File: src/rfud_pkg.sv
// Shared constants, types and helper functions for the UART frame deframer.
package rfud_pkg;

  // Frame geometry: one command code plus an optional fixed-length payload.
  localparam int PAYLOAD_BYTES = 9;
  localparam int FRAME_MAX     = PAYLOAD_BYTES + 1;
  localparam int CNT_W         = $clog2(FRAME_MAX + 1);
  localparam int IDX_W         = $clog2(FRAME_MAX);
  localparam int POS_W         = 4;

  // Framing and command codes.
  localparam logic [7:0] START_CODE = 8'hAA;
  localparam logic [7:0] STOP_CODE  = 8'h55;
  localparam logic [7:0] ACK_CODE_A = 8'hA2;
  localparam logic [7:0] ACK_CODE_B = 8'hA3;
  localparam logic [7:0] ACK_CODE_C = 8'hA4;

  // Commands from the controller to the datapath.
  typedef struct packed {
    logic clear_pos;
    logic store_byte;
    logic start_emit;
    logic emit_load;
  } rfud_cmd_t;

  // Status from the datapath to the controller.
  typedef struct packed {
    logic is_start;
    logic stop_ok;
    logic full;
    logic last_load;
    logic out_free;
  } rfud_stat_t;

  // Command codes that ask for an acknowledgement.
  function automatic logic code_needs_ack(input logic [7:0] code);
    logic ack;
    case (code) inside
      ACK_CODE_A, ACK_CODE_B, ACK_CODE_C: ack = 1'b1;
      default:                            ack = 1'b0;
    endcase
    return ack;
  endfunction

endpackage

File: src/rfud_dpath.sv
// Datapath of the UART frame deframer: frame store, counters and output register.
module rfud_dpath (
  input  logic                      clk,
  input  logic                      rst_n,
  input  rfud_pkg::rfud_cmd_t       cmd,
  output rfud_pkg::rfud_stat_t      stat,
  input  logic [7:0]                rx_byte,
  output logic                      out_valid,
  input  logic                      out_stall,
  output logic [7:0]                out_frame_byte,
  output logic [rfud_pkg::POS_W-1:0] out_byte_position,
  output logic                      out_last_byte,
  output logic                      out_has_payload,
  output logic                      out_ack_needed
);
  import rfud_pkg::*;

  logic [7:0]       store_r [FRAME_MAX];
  logic [CNT_W-1:0] wp_r, wp_nxt;
  logic [CNT_W-1:0] rd_r, rd_nxt;
  logic             out_valid_r, out_valid_nxt;
  logic [7:0]       frame_byte_r;
  logic [POS_W-1:0] pos_r;
  logic             last_r, payload_r, ack_r;
  logic             full;
  logic             last_load;

  // Status decode for the controller.
  assign full      = (wp_r == CNT_W'(FRAME_MAX));
  assign last_load = ((rd_r + CNT_W'(1)) == wp_r);

  always_comb begin
    stat.is_start  = (rx_byte == START_CODE);
    stat.stop_ok   = (rx_byte == STOP_CODE) && ((wp_r == CNT_W'(1)) || full);
    stat.full      = full;
    stat.last_load = last_load;
    stat.out_free  = !out_valid_r || !out_stall;
  end

  // Write position and read index.
  always_comb begin
    wp_nxt = wp_r;
    if (cmd.clear_pos) begin
      wp_nxt = '0;
    end else if (cmd.store_byte) begin
      wp_nxt = wp_r + CNT_W'(1);
    end
    rd_nxt = rd_r;
    if (cmd.start_emit) begin
      rd_nxt = '0;
    end else if (cmd.emit_load) begin
      rd_nxt = rd_r + CNT_W'(1);
    end
  end

  // The output register is full after a load and empties when taken.
  always_comb begin
    out_valid_nxt = out_valid_r;
    if (cmd.emit_load) begin
      out_valid_nxt = 1'b1;
    end else if (!out_stall) begin
      out_valid_nxt = 1'b0;
    end
  end

  always_ff @(posedge clk) begin
    if (!rst_n) begin
      wp_r        <= '0;
      rd_r        <= '0;
      out_valid_r <= 1'b0;
    end else begin
      wp_r        <= wp_nxt;
      rd_r        <= rd_nxt;
      out_valid_r <= out_valid_nxt;
    end
  end

  // Frame store: written at the write position, read at the read index.
  always_ff @(posedge clk) begin
    if (cmd.store_byte) begin
      store_r[wp_r[IDX_W-1:0]] <= rx_byte;
    end
  end

  // Output word register.
  always_ff @(posedge clk) begin
    if (cmd.emit_load) begin
      frame_byte_r <= store_r[rd_r[IDX_W-1:0]];
      pos_r        <= POS_W'(rd_r);
      last_r       <= last_load;
      payload_r    <= full;
      ack_r        <= code_needs_ack(store_r[0]);
    end
  end

  assign out_valid         = out_valid_r;
  assign out_frame_byte    = frame_byte_r;
  assign out_byte_position = pos_r;
  assign out_last_byte     = last_r;
  assign out_has_payload   = payload_r;
  assign out_ack_needed    = ack_r;

  // The store is never written past its end, and reads stay inside the frame.
  a_store_in_range: assert property (@(posedge clk) disable iff (!rst_n)
    cmd.store_byte |-> !full)
    else $error("frame store written beyond its last entry");

  a_read_in_frame: assert property (@(posedge clk) disable iff (!rst_n)
    cmd.emit_load |-> (rd_r < wp_r))
    else $error("frame byte read beyond the stored count");

endmodule

File: src/rfud_ctrl.sv
// Controller state machine of the UART frame deframer.
module rfud_ctrl (
  input  logic                 clk,
  input  logic                 rst_n,
  input  logic                 in_valid,
  output logic                 in_stall,
  input  rfud_pkg::rfud_stat_t stat,
  output rfud_pkg::rfud_cmd_t  cmd
);
  import rfud_pkg::*;

  typedef enum logic [2:0] {
    S_IDLE = 3'b001,
    S_RECV = 3'b010,
    S_EMIT = 3'b100
  } rfud_state_t;

  rfud_state_t state_r, state_nxt;
  logic        accept;

  // Input words are refused only while a closed frame drains.
  assign in_stall = (state_r == S_EMIT);
  assign accept   = in_valid && !in_stall;

  // Next state and datapath commands.
  always_comb begin
    state_nxt = state_r;
    cmd       = '0;
    unique case (state_r)
      S_IDLE: begin
        if (accept && stat.is_start) begin
          cmd.clear_pos = 1'b1;
          state_nxt     = S_RECV;
        end
      end
      S_RECV: begin
        if (accept) begin
          if (stat.stop_ok) begin
            cmd.start_emit = 1'b1;
            state_nxt      = S_EMIT;
          end else if (!stat.full) begin
            cmd.store_byte = 1'b1;
          end else begin
            state_nxt = S_IDLE;
          end
        end
      end
      S_EMIT: begin
        if (stat.out_free) begin
          cmd.emit_load = 1'b1;
          if (stat.last_load) begin
            state_nxt = S_IDLE;
          end
        end
      end
      default: state_nxt = S_IDLE;
    endcase
  end

  always_ff @(posedge clk) begin
    if (!rst_n) begin
      state_r <= S_IDLE;
    end else begin
      state_r <= state_nxt;
    end
  end

  // Loads happen only while draining, and the last load ends the drain.
  a_load_in_emit: assert property (@(posedge clk) disable iff (!rst_n)
    cmd.emit_load |-> (state_r == S_EMIT))
    else $error("output load outside the drain state");

  a_last_to_idle: assert property (@(posedge clk) disable iff (!rst_n)
    (cmd.emit_load && stat.last_load) |=> (state_r == S_IDLE))
    else $error("drain did not end after the last byte");

  a_close_starts_drain: assert property (@(posedge clk) disable iff (!rst_n)
    cmd.start_emit |=> (state_r == S_EMIT) && in_stall)
    else $error("closed frame did not start draining");

endmodule

File: src/rf_uart_frame_deframer_unit.sv
// Top level of the UART start/stop byte frame deframer.
//
// The input channel takes one received serial byte per word (in_rx_byte).
// The start byte 0xAA opens a frame when idle; later bytes are stored in
// order. A stop byte 0x55 closes the frame when exactly one byte or a full
// code-plus-payload frame has been stored; otherwise it is stored as data.
// A further non-stop byte on a full frame drops it silently.
// A closed frame leaves on the result channel as one word per stored byte,
// each carrying its position, a last marker, the payload flag and the
// acknowledge flag derived from the command code.
// After the stop byte is accepted, the controller enters its drain state
// and the first byte is then loaded into the output register; bytes follow
// one per cycle when the receiver does not stall. The drain is paced by the
// single-word output register.
// Throughput: one input word per cycle while receiving; in_stall is high
// for the whole drain.
// When out_stall is high the output word holds and the drain pauses.
// Reset returns the block to idle with no frame open and nothing pending.
module rf_uart_frame_deframer_unit (
  input  logic                       clk,
  input  logic                       rst_n,
  input  logic                       in_valid,
  output logic                       in_stall,
  input  logic [7:0]                 in_rx_byte,
  output logic                       out_valid,
  input  logic                       out_stall,
  output logic [7:0]                 out_frame_byte,
  output logic [rfud_pkg::POS_W-1:0] out_byte_position,
  output logic                       out_last_byte,
  output logic                       out_has_payload,
  output logic                       out_ack_needed
);
  import rfud_pkg::*;

  rfud_cmd_t  cmd;
  rfud_stat_t stat;

  // Sequencing of receive and drain.
  rfud_ctrl u_ctrl (
    .clk      (clk),
    .rst_n    (rst_n),
    .in_valid (in_valid),
    .in_stall (in_stall),
    .stat     (stat),
    .cmd      (cmd)
  );

  // Frame storage and output word.
  rfud_dpath u_dpath (
    .clk               (clk),
    .rst_n             (rst_n),
    .cmd               (cmd),
    .stat              (stat),
    .rx_byte           (in_rx_byte),
    .out_valid         (out_valid),
    .out_stall         (out_stall),
    .out_frame_byte    (out_frame_byte),
    .out_byte_position (out_byte_position),
    .out_last_byte     (out_last_byte),
    .out_has_payload   (out_has_payload),
    .out_ack_needed    (out_ack_needed)
  );

endmodule

File: config.mk
export PLATFORM = sky130hd
export DESIGN_NAME = rf_uart_frame_deframer_unit
export DESIGN_NICKNAME = d
export VERILOG_FILES = /design/src/rfud_pkg.sv /design/src/rfud_dpath.sv /design/src/rfud_ctrl.sv /design/src/rf_uart_frame_deframer_unit.sv
export SDC_FILE = /design/constraint.sdc
export NUM_CORES = 1
export LEC_CHECK = 0
export BUFFER_PORTS_ARGS = -buffer_cell sky130_fd_sc_hd__buf_2
export CORE_ASPECT_RATIO = 2
export CORE_MARGIN = 2
export CORE_UTILIZATION = 60
export DETAILED_ROUTE_END_ITERATION = 16
export PLACE_DENSITY = 0.79
export SYNTH_ARGS = -nofsm -noshare
export SYNTH_HDL_FRONTEND = slang
export SYNTH_HIERARCHICAL = 1
export SYNTH_SLANG_ARGS = --single-unit
File: constraint.sdc
create_clock -name clk -period 6.5 [get_ports clk]
set_input_delay 1.3 -clock clk [delete_from_list [all_inputs] [get_ports clk]]
set_output_delay 1.3 -clock clk [all_outputs]
set_load 0.005 [all_outputs]
==> results.json, run 1 <==
{
  "outcome": "completed",
  "place.gp.congestion": 0.831,
  "synth_top_family_by_area": "multiplexers",
  "cap_violations": 0,
  "arrival_ps": 3330,
  "seq_area_frac_synth_pct": 68.5,
  "placed_cell_area_um2": 4670,
  "synthAdderAreaFrac_pct": 1.39,
  "rows": 44,
  "port_buffers": 28,
  "r2r_slack_ps": 3570,
  "drc": 0,
  "path_max_fanout": 12,
  "clkSinkCount": 107,
  "clock-root-buffer": "clkbuf_16",
  "grt_pass1_wl_mm": 13.2,
  "fin_skew_ps": 4.49,
  "cp-end-kind": "register",
  "leakage_nw": 1.67,
  "nFillCells": 512,
  "ir_worst_vdd_uv": 248,
  "ys_warn_count": 6,
  "grt_max_degree": 46,
  "core_um2": 7270,
  "diodes": 0,
  "ctsResizeCount": 0,
  "synth-seq-cells": 107,
  "synth.area.top_cells": "edfxtp_1 (63%), mux2_2 (6.0%), dfxtp_1 (5.3%)",
  "wl_met2_mm": 5.02,
  "reg2reg_depth": 7,
  "async_flop_share_pct": 0,
  "synth_mux_area_share_pct": 10.4,
  "synth_cells": 286,
  "setup_ws_ps": 3180,
  "rsz0062_at_grt": "false",
  "synth-simple-area-share_pct": 8.81,
  "numCtsBuffers": 9,
  "num_vias": 2440,
  "synth-edff-count": 95,
  "reg2reg_to": "u_dpath/store_r[1][3]",
  "start_util_pct": 62.1,
  "whs_endpoint": "u_dpath/out_valid",
  "syn-num-nets": 303,
  "finish.instance_area_um2": 4980,
  "synth_top_area_share_pct": 63.2,
  "die_area_um2": 8280,
  "cts_buffer_depth": 2,
  "max_slew_margin_pct": 32.6,
  "antenna_found_initial": 0,
  "ctsHoldBuffers": 0,
  "syn-cell-area_um2": 4520,
  "cts_tree": "built",
  "final_antenna_net_count": 0,
  "cts_htree_levels": 3,
  "path_cells": "buf_2, nor4b_1, nand3b_1, nor4_1, nor3_1, nor3b_1, and2_1",
  "drive_above_1_share_pct": 25.3,
  "synth_compound_area_share_pct": 5.93,
  "drtIter0Drc": 200,
  "total_power_w": 0.00131,
  "criticalPathCategory": "input port to register",
  "placedCellCount": 392,
  "min_period_ps": 3320,
  "synth_xor_area_share_pct": 2.33,
  "worst_hold_path.num_cells": 2,
  "startpoint_type": "input port",
  "instances_no_fill": 408,
  "worst_hold_path_type": "register to register",
  "fp.dieW_um": 65.3,
  "fin_crit_sh_pct": 51.1,
  "worst_slew_pin_slew_ps": 1010,
  "vias_per_cell": 5.98,
  "critical_path_buf_inv_count": 1,
  "nNetsFinal": 328,
  "slew_violations": 0,
  "worst_ep_required_time_ps": 6510,
  "post_cts.repair.setup_buffers": 0,
  "avgRoutedWirePerCell_um": 21.3,
  "io_pins": 29,
  "synthToLayoutAreaGrowth_pct": 10.3,
  "crit_family": "simple AND/OR/NAND/NOR gates",
  "grt_pass1_vias": 2399,
  "worstHoldStart": "u_dpath/out_valid",
  "dr_wl_met3_um": 375,
  "setup_violations": 0,
  "overflow": 0,
  "post-dp-hpwl_mm": 5.92,
  "hold_viol": 0,
  "syn_avg_cell_area_um2": 15.8,
  "crit_slowest_cell": "nor3_1",
  "synth_area_leader_cell": "edfxtp_1",
  "dpl_worst_slack_ps": 2810,
  "top_layer": "met4",
  "wl_mm": 8.68,
  "synth_ff_type": "edfxtp_1",
  "insertion_delay_ps": 340,
  "power_density_nw_per_um2": 263,
  "setup_tns_ps": 0,
  "track_usage_pct": 22.9,
  "fmax_ghz": 0.301,
  "wl_met1_mm": 3.01,
  "first_pass_iters": 4,
  "ys_types": 40,
  "cpPeakStageDelay_ps": 660,
  "die_y_um": 127,
  "r2r_start": "u_dpath/wp_r[0]",
  "cts.reportedPaths.clkPinSlew_ps": 60
}
-- area by class of cell --
| cell class | count | area (um2) | share of cell area (%) |
|---|---|---|---|
| Clock buffer | 12 | 267 | 5.35 |
| Clock inverter | 4 | 47.5 | 0.954 |
| Inverter | 2 | 7.51 | 0.151 |
| Multi-Input combinational cell | 162 | 1300 | 26.2 |
| Sequential cell | 107 | 3090 | 62.1 |
| Tap cell | 92 | 115 | 2.31 |
| Timing Repair Buffer | 29 | 148 | 2.96 |
-- registers in the layout, indices dropped and copies added, names as in the netlist --
name	count
u_dpath/out_last_byte	1
u_dpath/rd_r	4
u_ctrl/state_r	3
u_dpath/store_r	80
u_dpath/out_frame_byte	8
u_dpath/out_byte_position	4
u_dpath/out_valid	1
u_dpath/out_has_payload	1
u_dpath/wp_r	4
u_dpath/out_ack_needed	1
-- layer usage --
layer / global-route usage, % / up-vias
met3: 3.81 / 18
li1: - / 1134
met4: 12.6 / 0
met1: 24.5 / 1219
met2: 41.4 / 69
met5: 0 / -
-- kinds of logic after synthesis --
family	Yosys count
AOI/OAI and AO/OA	31
xor gates and xnor gates	12
muxes	44
and+or+nand+nor	70
DFF	107
buffers and inverters	17
adders and majority gates	5
-- synthesized netlist by cell type (6+ instances only) --
cell type	number
xnor2_1	6
edfxtp_1	95
xor2_1	6
mux2i_1	20
and2_1	11
mux2_2	24
a22o_1	9
nor2_1	12
nand2_1	18
o22ai_1	8
o31ai_2	8
dfxtp_1	12
-- layout by cell type, fill, tap and decap left out, types with 2 or more instances in the layout --
| master | instances |
|---|---|
| edfxtp_1 | 95 |
| buf_2 | 28 |
| mux2_2 | 24 |
| mux2i_1 | 20 |
| nand2_1 | 18 |
| nor2_1 | 12 |
| and2_1 | 11 |
| dfxtp_1 | 11 |
| clkbuf_16 | 9 |
| a22o_1 | 9 |
| o22ai_1 | 8 |
| o31ai_2 | 8 |
| xnor2_1 | 6 |
| xor2_1 | 6 |
| ha_1 | 5 |
| nor2b_1 | 4 |
| clkbuf_8 | 3 |
| and3_1 | 3 |
| nand2b_1 | 3 |
| clkinv_2 | 2 |
| nor3b_2 | 2 |
| nor3b_1 | 2 |
| nand3b_1 | 2 |
| a21oi_1 | 2 |
| inv_1 | 2 |
| or4bb_1 | 2 |
| nor4b_1 | 2 |
| nor4_1 | 2 |
| nand4_1 | 2 |
-- stage by stage --
step | hold WS [ps] | util [%]
2_1_floorplan | 403 | -
3_3_place_gp | 520 | 64.2
3_5_place_dp | 543 | 64.2
4_1_cts | 558 | 68.6
5_1_grt | 579 | 68.6
6_report | 553 | 68.6
-- worst max path at each step --
stage                        from  cells past startpoint                     to  slack [ps]
detailed placement  in_rx_byte[4]                      7  u_dpath/store_r[7][2]        2810
floorplan           in_rx_byte[3]                      7  u_dpath/store_r[4][0]        3360
global placement    in_rx_byte[4]                      7  u_dpath/store_r[3][1]        2910
finish              in_rx_byte[4]                      7  u_dpath/store_r[1][3]        3180
global route        in_rx_byte[4]                      7  u_dpath/store_r[1][2]        2920
CTS                 in_rx_byte[4]                      7  u_dpath/store_r[7][6]        3160
-- worst register-to-register path, cell delays in order (launching register included) --
cell and delay (ps):
dfxtp_1 480, inv_1 110, ha_1 260, mux2i_1 150
nor4_1 110, nor3_1 660, nor3b_1 420, and2_1 410
-- where the power goes --
group	switching, W	internal (W)
clock	0.000223	0.000328
combinational	0.0000121	0.00000366
sequential	0.0000000393	0.000745
total	0.000235	0.00108
Note: power is estimated with default switching activity, not from simulation.
==> run 2: changes to the inputs <==
Clock period 6.5 ns to 3.17 ns, I/O delays scaled along.
==> run 2 against run 1 <==
Compared with the run above: worst setup slack got worse by 2700 ps; design area did not move; critical path depth is the same; non-clock buffer count increased by 5; first-iteration DRC count decreased by 16%; global-route usage is 0.73 points higher; total power grew 99%; combinational power grew 110%; clock power increased by 89%; sequential power rose by 110%; critical endpoint is now u_dpath/store_r[0][5]; die area unchanged; count of clock-buffer cells in the layout unchanged.
==> results.json, run 2 (synthesis results as in run 1) <==
{
  "cts_htree_levels": 3,
  "place.gp.congestion": 0.841,
  "cap_violations": 0,
  "final_common_cell": "edfxtp_1",
  "io_pins": 29,
  "cp-end-kind": "register",
  "ctsResizeCount": 0,
  "nNetsFinal": 333,
  "drtIter0Drc": 168,
  "insertion_delay_ps": 340,
  "drc": 0,
  "first_pass_iters": 4,
  "leakage_nw": 1.68,
  "hold_viol": 0,
  "arrival_ps": 2690,
  "track_usage_pct": 23.6,
  "power_density_nw_per_um2": 523,
  "numCtsBuffers": 9,
  "largest_reg_flops": 80,
  "max_slew_margin_pct": 58.6,
  "wl_mm": 8.91,
  "regArea_um2": 3090,
  "rows": 44,
  "die_y_um": 127,
  "overflow": 0,
  "startpoint_type": "register",
  "synthToLayoutAreaGrowth_pct": 10.3,
  "fin_skew_ps": 6.97,
  "grt_pass1_vias": 2606,
  "multiInputGateArea_um2": 1300,
  "num_vias": 2505,
  "grt_max_degree": 41,
  "grt_pass1_wl_mm": 13.8,
  "cts_tree": "built",
  "start_util_pct": 62.1,
  "ir_worst_vdd_uv": 511,
  "fin_crit_sh_pct": 85.0,
  "core_um2": 7270,
  "post_cts.repair.setup_buffers": 0,
  "cts.reportedPaths.clkPinSlew_ps": 60,
  "clkSinkCount": 107,
  "instances_no_fill": 412,
  "worst_ep_required_time_ps": 3170,
  "diodes": 0,
  "rsz0062_at_grt": "false",
  "fmax_ghz": 0.371,
  "drive_above_1_share_pct": 25.3,
  "fp.dieW_um": 65.3,
  "post-dp-hpwl_mm": 6.30,
  "worst_slew_pin_slew_ps": 620,
  "path_max_fanout": 8,
  "antenna_found_initial": 0,
  "setup_violations": 0,
  "placedCellCount": 397,
  "criticalPathCategory": "register to register",
  "avgRoutedWirePerCell_um": 21.6,
  "ctsHoldBuffers": 0,
  "setup_tns_ps": 0,
  "min_period_ps": 2690,
  "clock-root-buffer": "clkbuf_16",
  "cts_buffer_depth": 2,
  "slew_violations": 0,
  "nFillCells": 531,
  "worst_hold_path_type": "register to register",
  "vias_per_cell": 6.08,
  "final_cell_mix": "edfxtp_1 (95), buf_2 (28), mux2_2 (24), mux2i_1 (20), nand2_1 (18)",
  "final_antenna_net_count": 0,
  "outcome": "completed",
  "die_area_um2": 8280,
  "port_buffers": 28
}
==> run 2: path summary, 6_finish.rpt <==
path	from	to	cells past startpoint	slack [ps]
hold / removal	u_dpath/out_valid	u_dpath/out_valid	2	530
setup / recovery	u_dpath/wp_r[0]	u_dpath/store_r[0][5]	7	480
setup reg to reg	u_dpath/wp_r[0]	u_dpath/store_r[0][5]	7	480
hold reg to reg	u_dpath/out_valid	u_dpath/out_valid	2	530
==> run 2: report_power, final <==
part | internal [W] | leakage, nW | switching (W) | total, W
Sequential | 0.00153 | 0.960 | 0.0000000785 | 0.00153
Combinational | 0.00000833 | 0.578 | 0.0000253 | 0.0000336
Clock | 0.000605 | 0.136 | 0.000438 | 0.00104
==> run 2: cell type report <==
class                      count  area share, %
tap                           92           2.31
clock inverter                 3          0.804
clock buffer                  12           4.75
inverter                       2          0.151
sequential                   107           62.1
timing repair buffer          34           3.72
multi-input combinational    162           26.2
==> run 2: worst max-delay path, stage by stage, from the launching register on <==
cell and delay, ps:
dfxtp_1 470, inv_1 110, ha_1 250, mux2i_1 160, nor4_1 90, nor3_1 420, nor3b_1 400, and2_1 450
==> run 2: metrics by stage <==
| step | area (um2) | util (%) | hold slack (ps) | power, W | worst slack, ps |
|---|---|---|---|---|---|
| 2_1_floorplan | 4520 | - | 403 | 0.00156 | 698 |
| 3_3_place_gp | 4710 | 64.8 | 522 | 0.00159 | 615 |
| 3_5_place_dp | 4710 | 64.8 | 522 | 0.00159 | 463 |
| 4_1_cts | 4980 | 68.6 | 530 | 0.00262 | 535 |
| 5_1_grt | 4980 | 68.6 | 562 | 0.00267 | 290 |
| 6_report | 4980 | 68.6 | 529 | 0.00261 | 476 |
==> run 2: layer usage <==
layer  routed length (um)  track usage [%]
met1                 3100             24.7
met2                 5250             44.8
met3                  348             3.81
met4                  212             10.2
met5                    0                0
